--- config.mk ---
export PLATFORM = sky130hd
export DESIGN_NAME = serial_line_framer
export DESIGN_NICKNAME = d
export VERILOG_FILES = /design/src/rtl/slf_pkg.sv /design/src/rtl/serial_line_framer.sv
export SDC_FILE = /design/constraint.sdc
export NUM_CORES = 1
export LEC_CHECK = 0
export ABC_AREA = 1
export ABC_CLOCK_PERIOD_IN_PS = 2610
export BUFFER_PORTS_ARGS = -buffer_cell sky130_fd_sc_hd__buf_2
export CORE_MARGIN = 5
export CORE_UTILIZATION = 55
export CTS_CLUSTER_SIZE = 16
export DETAILED_ROUTE_END_ITERATION = 8
export PLACE_DENSITY_LB_ADDON = 0.08
export SLEW_MARGIN = 20
export SYNTH_ARGS = -nofsm -noshare
export SYNTH_HDL_FRONTEND = slang
export SYNTH_SLANG_ARGS = --single-unit
--- constraint.sdc ---
create_clock -name clk_i -period 2.61 [get_ports clk_i]
set_input_delay 0.783 -clock clk_i [delete_from_list [all_inputs] [get_ports clk_i]]
set_output_delay 0.783 -clock clk_i [all_outputs]
set_load 0.01 [all_outputs]
--- src/rtl/slf_pkg.sv ---
// Package for the serial line framer.
// Holds the status codes, control states and reset constants.
// No dependencies.
package slf_pkg;

  localparam int unsigned LINE_CAPACITY_DEF = 64;
  localparam logic [7:0]  OUT_LIMIT_RESET   = 8'd64;
  localparam logic [7:0]  CHAR_CR           = 8'h0D;
  localparam logic [7:0]  CHAR_LF           = 8'h0A;

  typedef enum logic [1:0] {
    STAT_NONE = 2'd0,
    STAT_BYTE = 2'd1,
    STAT_ERR  = 2'd2
  } status_e;

  typedef enum logic {
    OP_PUSH  = 1'b0,
    OP_FLUSH = 1'b1
  } op_e;

  typedef enum logic {
    ST_IDLE = 1'b0,
    ST_EMIT = 1'b1
  } fsm_state_e;

endpackage

--- src/rtl/serial_line_framer.sv ---
// Serial line framer top level: line store memory, fill control and output register.
// Depends on slf_pkg.
//
// Usage:
//   Input channel (in_valid_i / in_stall_o) carries one word: op_i and in_byte_i.
//   A push appends a byte to the line store; CR, LF or a flush ends the line.
//   Output channel (out_valid_o / out_stall_i) carries status_o, line_byte_o, last_o.
//   Each input word gives one result word (status none or error, last set), or a
//   completed line of n bytes as n words of status byte, the n-th with last set.
//   Timing: a single-result word is valid in the cycle after acceptance. The first
//   byte of a line follows the EMIT state, the registered line store read and the
//   output register, then the line streams one byte a cycle while out_stall_i is low.
//   Throughput: one input word a cycle while no line is emitted and the output is
//   not stalled; input is held off while a line is emitted.
//   A new word enters only in a cycle where the output register is empty or its
//   word is taken. If the receiver stalls, the output word holds and input is
//   stalled until the output register frees up.
//   Reset clears the fill count, the overflow flag and the control state and sets
//   out_limit to 64; the line store contents are not cleared. The user must write
//   out_limit through out_limit_we_i only while idle; the block does not enforce it.
module serial_line_framer #(
  parameter int unsigned LINE_CAPACITY = slf_pkg::LINE_CAPACITY_DEF
) (
  input  logic       clk_i,
  input  logic       rst_ni,
  input  logic       out_limit_we_i,
  input  logic [7:0] out_limit_i,
  input  logic       in_valid_i,
  output logic       in_stall_o,
  input  logic       op_i,
  input  logic [7:0] in_byte_i,
  output logic       out_valid_o,
  input  logic       out_stall_i,
  output logic [1:0] status_o,
  output logic [7:0] line_byte_o,
  output logic       last_o
);

  localparam int unsigned DEPTH = LINE_CAPACITY - 1;
  localparam int unsigned CNT_W = $clog2(LINE_CAPACITY);
  localparam int unsigned IDX_W = (DEPTH > 1) ? $clog2(DEPTH) : 1;
  localparam logic [CNT_W-1:0] FULL_CNT = CNT_W'(DEPTH);

  logic [7:0] mem [DEPTH];

  slf_pkg::fsm_state_e state_q, state_d;
  logic [CNT_W-1:0]    fill_q, fill_d;
  logic                ovf_q, ovf_d;
  logic [7:0]          limit_q;
  logic [CNT_W-1:0]    rd_ptr_q, rd_ptr_d;
  logic                rdv_q, rdv_d;
  logic [7:0]          rd_data_q;
  logic                rd_last_q, rd_last_d;
  logic                out_valid_q, out_valid_d;
  slf_pkg::status_e    out_status_q, out_status_d;
  logic [7:0]          out_byte_q, out_byte_d;
  logic                out_last_q, out_last_d;

  logic             out_free;
  logic             in_fire;
  logic             is_term;
  logic             start_emit;
  logic             load_rd;
  logic             issue;
  logic             mem_we;
  logic [CNT_W-1:0] rd_ptr_inc;

  assign out_free   = !out_valid_q || !out_stall_i;
  assign in_stall_o = (state_q != slf_pkg::ST_IDLE) || !out_free;
  assign in_fire    = in_valid_i && !in_stall_o;
  assign is_term    = (op_i == slf_pkg::OP_FLUSH) || (in_byte_i == slf_pkg::CHAR_CR) ||
                      (in_byte_i == slf_pkg::CHAR_LF);
  assign start_emit = in_fire && (limit_q != 8'd0) && is_term && !ovf_q &&
                      (fill_q != '0) && ({{(8-CNT_W){1'b0}}, fill_q} < limit_q);
  assign load_rd    = (state_q == slf_pkg::ST_EMIT) && rdv_q && out_free;
  assign issue      = (state_q == slf_pkg::ST_EMIT) && (rd_ptr_q != fill_q) &&
                      (!rdv_q || load_rd);
  assign rd_ptr_inc = rd_ptr_q + CNT_W'(1);

  // next state
  always_comb begin
    state_d = state_q;
    case (state_q)
      slf_pkg::ST_IDLE: begin
        if (start_emit) begin
          state_d = slf_pkg::ST_EMIT;
        end
      end
      slf_pkg::ST_EMIT: begin
        if (load_rd && rd_last_q) begin
          state_d = slf_pkg::ST_IDLE;
        end
      end
      default: state_d = slf_pkg::ST_IDLE;
    endcase
  end

  // datapath and output word
  always_comb begin
    fill_d       = fill_q;
    ovf_d        = ovf_q;
    rd_ptr_d     = rd_ptr_q;
    rdv_d        = rdv_q;
    rd_last_d    = rd_last_q;
    mem_we       = 1'b0;
    out_valid_d  = out_valid_q && out_stall_i;
    out_status_d = out_status_q;
    out_byte_d   = out_byte_q;
    out_last_d   = out_last_q;

    case (state_q)
      slf_pkg::ST_IDLE: begin
        if (in_fire) begin
          out_valid_d  = 1'b1;
          out_byte_d   = 8'd0;
          out_last_d   = 1'b1;
          out_status_d = slf_pkg::STAT_NONE;
          rd_ptr_d     = '0;
          rdv_d        = 1'b0;
          if (limit_q == 8'd0) begin
            out_status_d = slf_pkg::STAT_ERR;
          end else if (is_term) begin
            if (ovf_q) begin
              fill_d = '0;
              ovf_d  = 1'b0;
            end else if (fill_q == '0) begin
              out_status_d = slf_pkg::STAT_NONE;
            end else if (!start_emit) begin
              fill_d       = '0;
              out_status_d = slf_pkg::STAT_ERR;
            end else begin
              out_valid_d = 1'b0;
            end
          end else if (ovf_q) begin
            out_status_d = slf_pkg::STAT_ERR;
          end else if (fill_q == FULL_CNT) begin
            ovf_d        = 1'b1;
            fill_d       = '0;
            out_status_d = slf_pkg::STAT_ERR;
          end else begin
            mem_we = 1'b1;
            fill_d = fill_q + CNT_W'(1);
          end
        end
      end
      slf_pkg::ST_EMIT: begin
        if (load_rd) begin
          out_valid_d  = 1'b1;
          out_status_d = slf_pkg::STAT_BYTE;
          out_byte_d   = rd_data_q;
          out_last_d   = rd_last_q;
          rdv_d        = 1'b0;
          if (rd_last_q) begin
            fill_d = '0;
            ovf_d  = 1'b0;
          end
        end
        if (issue) begin
          rdv_d     = 1'b1;
          rd_last_d = (rd_ptr_inc == fill_q);
          rd_ptr_d  = rd_ptr_inc;
        end
      end
      default: ;
    endcase
  end

  always_ff @(posedge clk_i) begin
    if (mem_we) begin
      mem[fill_q[IDX_W-1:0]] <= in_byte_i;
    end
    if (issue) begin
      rd_data_q <= mem[rd_ptr_q[IDX_W-1:0]];
    end
  end

  always_ff @(posedge clk_i or negedge rst_ni) begin
    if (!rst_ni) begin
      state_q     <= slf_pkg::ST_IDLE;
      fill_q      <= '0;
      ovf_q       <= 1'b0;
      limit_q     <= slf_pkg::OUT_LIMIT_RESET;
      rd_ptr_q    <= '0;
      rdv_q       <= 1'b0;
      out_valid_q <= 1'b0;
    end else begin
      state_q     <= state_d;
      fill_q      <= fill_d;
      ovf_q       <= ovf_d;
      rd_ptr_q    <= rd_ptr_d;
      rdv_q       <= rdv_d;
      out_valid_q <= out_valid_d;
      if (out_limit_we_i) begin
        limit_q <= out_limit_i;
      end
    end
  end

  always_ff @(posedge clk_i) begin
    rd_last_q    <= rd_last_d;
    out_status_q <= out_status_d;
    out_byte_q   <= out_byte_d;
    out_last_q   <= out_last_d;
  end

  assign out_valid_o = out_valid_q;
  assign status_o    = out_status_q;
  assign line_byte_o = out_byte_q;
  assign last_o      = out_last_q;

`ifndef SYNTHESIS
  a_emit_line_ok: assert property (@(posedge clk_i) disable iff (!rst_ni)
    (state_q == slf_pkg::ST_EMIT) |-> (fill_q != '0) && !ovf_q)
    else $error("emitting an empty or overflowed line");

  a_rd_ptr_bound: assert property (@(posedge clk_i) disable iff (!rst_ni)
    rd_ptr_q <= fill_q || state_q == slf_pkg::ST_IDLE)
    else $error("read pointer beyond fill count");

  a_rdv_in_emit: assert property (@(posedge clk_i) disable iff (!rst_ni)
    rdv_q |-> (state_q == slf_pkg::ST_EMIT))
    else $error("read data pending outside emit");

  a_fill_bound: assert property (@(posedge clk_i) disable iff (!rst_ni)
    fill_q <= FULL_CNT)
    else $error("fill count exceeds store depth");
`endif

endmodule

==> summary.md <==
| Metric | Value |
|---|---|
| Hold Fails Final Rpt | `0` |
| Mapped Area | `23,050 sq um` |
| Fin crit period | `2.445 ns` |
| Hold WC Path Type | `input port to async pin` |
| Top Metal Used | `met4` |
| CP cell instances | `ha_1 -> nand2_1 -> nor2_1 -> inv_2 -> nand4_4 -> nor2_8 -> buf_12 -> nand4_4 -> buf_4 -> nor2_1 -> buf_4` |
| Routed wire length | `61.28 mm` |
| Total number of vias | `15.70k` |
| Critical-path maximum fanout | `8` |
| Post-synth cell types | `36` |
| First-pass DRT Iterations | `6` |
| CTS Sinks | `548` |
| Worst path required time | `2.92 ns` |
| Clk buf depth | `3` |
| CTS Buf Count | `56` |
| Peak Freq | `409.0 MHz` |
| Die Wd | `214.7 um` |
| Port Buffer Count | `34` |
| Final ANT Viol Nets | `0` |
| Initial Utilization | `0.5531` |
| Crit path capture type | `flop` |
| Hold Slack | `0.1783 ns` |
| Unrepaired setup endpoints after global routing | `no` |
| Tot Pwr | `0.02456 W` |
| Worst-path clk slew | `0.06 ns` |
| Global-route usage over all layers | `0.2638` |
| Wire length on met1 | `25.65 mm` |
| Boundary pin count | `35` |
| Final core occ | `0.6402` |
| Yosys synthesis warning count | `0` |
| Die height | `214.7 um` |
| Placer Congestion | `0.9383` |
| Syn_area_per_cell | `11.18 sq um` |
| CORE AREA | `41,670 sq um` |
| HPWL Detailed | `38.09 mm` |
| Largest net degree at the start of global routing | `109` |
| Worst slew margin | `0.3709` |
| FILL cells | `3,189` |
| Nets | `2,220` |
| Final Max Slew Viols | `0` |
| Tcrit/Tclk final | `0.9367` |
| Root Driver | `clkbuf_16` |
| Cts-stage hold buffer count | `0` |
| Clk Latency, worst-skew pair | `0.62 ns` |
| Num rows | `75` |
| Sequential area share after synthesis | `0.7089` |
| Number of global-route vias before repair | `15.45k` |
| Post-CTS setup buffers | `0` |
| Max Cap Viol | `0` |
| Residual DRC | `0` |
| WL met3 | `4.991 mm` |
| PwrDens | `920.7 nW/um^2` |
| WS Path Type | `flop to flop` |
| Layout cells sized above 1 | `0.1350` |
| Startpoint types | `flop` |
| Post_cts resized | `0` |
| Area after DPL | `24,640 sq um` |
| Worst-Margin Slew | `0.9436 ns` |
| Worst Path Arrival | `2.75 ns` |
| Outcome | `completed` |
| Max stage delay on crit path | `0.39 ns` |
| P&R area growth vs syn | `15.74%` |
| Met2 routed WL | `28.68 mm` |
| CTS H-tree depth | `2` |
| TritonCTS clock tree | `yes` |
| Final Cell Area | `26,670 sq um` |
| Cells after synthesis | `2,062` |
| Final setup violation count | `0` |
| Total Neg Setup Slack | `0 ns` |
| WL/cell | `22.08 um` |
| Die area | `46,100 sq um` |
| Worst Skew | `0.02548 ns` |
| First-pass GRT wire length | `92.21 mm` |
| Initial DRC Count | `1,879` |
| Number of synthesized register bits | `548` |
| Via-per-instance ratio | `5.656` |
| Crit-path slowest cell | `dfrtp_1` |
| Initial antenna violation count | `0` |
| Syn_nets | `2,092` |
| GRT overflow | `0` |
| # diodes | `0` |
| Worst VDD drop | `0.5469 mV` |
| Lkg Pwr | `10.41 nW` |
==> state kept, by name, indices dropped and copies added (netlist names) <==
name         cells
mem            504
limit_q          8
line_byte_o      8
rd_data_q        8
fill_q           6
rd_ptr_q         6
status_o         2
last_o           1
out_valid_o      1
ovf_q            1
rd_last_q        1
rdv_q            1
state_q          1
==> synth_stat cells <==
master | n | area [sq um]
a21boi_0 | 2 | 15.01
a21boi_1 | 1 | 7.510
a21oi_1 | 60 | 300.3
and3_1 | 2 | 12.51
buf_1 | 3 | 11.26
buf_2 | 58 | 290.3
buf_4 | 18 | 135.1
buf_6 | 1 | 11.26
clkbuf_1 | 24 | 90.09
clkinv_1 | 3 | 11.26
clkinv_4 | 1 | 8.760
dfrtp_1 | 23 | 575.6
dfstp_2 | 1 | 26.28
edfxtp_1 | 524 | 15740
ha_1 | 8 | 100.1
inv_1 | 34 | 127.6
inv_2 | 6 | 22.52
inv_4 | 1 | 6.260
inv_8 | 1 | 11.26
mux2_2 | 3 | 33.78
nand2_1 | 915 | 3435
nand2_2 | 6 | 37.54
nand3_1 | 167 | 835.8
nand3_4 | 2 | 35.03
nand4_1 | 38 | 237.7
nand4_4 | 9 | 191.4
nor2_1 | 106 | 397.9
nor2_4 | 3 | 33.78
nor2_8 | 1 | 20.02
nor3_1 | 1 | 5.000
nor3b_1 | 1 | 7.510
o211ai_1 | 7 | 52.55
o21ai_0 | 14 | 70.07
or2_0 | 1 | 6.260
xnor2_1 | 4 | 35.03
xor2_1 | 13 | 113.9
==> area by class of cell <==
| class | count | area, sq um | share of cell area |
|---|---|---|---|
| Timing Repair Buffer | 174 | 1446 | 0.05423 |
| Sequential cell | 548 | 16340 | 0.6126 |
| Clock buffer | 69 | 1575 | 0.05906 |
| Inverter | 46 | 192.7 | 0.007224 |
| Multi-Input combinational cell | 1364 | 5991 | 0.2246 |
| Tap cell | 539 | 674.4 | 0.02528 |
| Clock inverter | 36 | 452.9 | 0.01698 |
==> logic make-up after synthesis <==
| kind of cell | share of synthesized area |
|---|---|
| buffers and inverters | 0.03149 |
| and+or+nand+nor | 0.2280 |
| DFF | 0.7089 |
| xor gates and xnor gates | 0.006461 |
| muxes | 0.001466 |
| adders and majority gates | 0.004344 |
| AOI/OAI and AO/OA | 0.01933 |
==> worst max-delay path: cells and delay by family, from the launching register on <==
family,cells,cell delay (ns)
adder cells (fa/ha/maj),1,0.24
buffers and inverters,4,0.64
flip-flops,1,0.39
AND/OR/NAND/NOR,6,0.87
==> layer usage <==
layer / up-vias / GRT usage
met2: 717 / 0.4258
li1: 7276 / -
met4: 0 / 0.07838
met1: 7583 / 0.3733
met5: - / 0
met3: 126 / 0.04686
==> power breakdown <==
part / switching, W / leakage, nW / total (W) / internal [W]
clock network: 0.00336 / 0.984 / 0.00855 / 0.00519
logic: 0.00421 / 4.39 / 0.00589 / 0.00168
registers: 0.000147 / 5.03 / 0.0101 / 0.00997
==> final timing paths <==
check	from	to	slack [ns]	depth (start not counted)
setup / recovery	fill_q[0]$_DFFE_PN0P_	mem[44][7]$_DFFE_PP_	0.17	11
hold / removal	rst_ni	limit_q[7]$_DFFE_PN0P_	0.18	1
setup reg to reg	fill_q[0]$_DFFE_PN0P_	mem[44][7]$_DFFE_PP_	0.17	11
hold reg to reg	rd_data_q[1]$_DFFE_PP_	line_byte_o[1]$_SDFFCE_PN0P_	0.49	2
max in group asynchronous	rst_ni	rd_ptr_q[0]$_DFFE_PN0P_	1.99	1
min in group clk_i	out_limit_i[2]	limit_q[2]$_DFFE_PN0P_	0.40	3
==> layout by cell type (no fill, tap or decap), types with 2 or more instances in the layout <==
| cell type | n |
|---|---|
| nand2_2 | 6 |
| mux2_2 | 3 |
| clkinv_2 | 10 |
| o21ai_0 | 14 |
| nand3_4 | 2 |
| nand4_1 | 38 |
| o211ai_1 | 7 |
| xnor2_1 | 4 |
| a21oi_1 | 60 |
| buf_2 | 34 |
| nand2_1 | 915 |
| nand4_4 | 9 |
| clkinvlp_4 | 4 |
| inv_1 | 34 |
| buf_12 | 18 |
| nand3_1 | 167 |
| xor2_1 | 13 |
| clkinv_4 | 4 |
| dfrtp_1 | 22 |
| clkbuf_1 | 5 |
| buf_4 | 122 |
| edfxtp_1 | 524 |
| ha_1 | 8 |
| inv_2 | 5 |
| nor2_4 | 4 |
| and3_1 | 2 |
| a21boi_0 | 2 |
| clkbuf_8 | 4 |
| clkbuf_16 | 60 |
| clkinv_1 | 11 |
| bufinv_16 | 9 |
| nor2_1 | 105 |
==> stage by stage <==
step | worst slack (ns) | instances
6_report | 0.1651 | 2776
5_1_grt | 0.02149 | 2776
4_1_cts | 0.1811 | 2776
3_5_place_dp | -0.3699 | 2671
3_3_place_gp | -0.3722 | 2671
2_1_floorplan | 0.1715 | 2062
(Power assumes the default switching activity.)
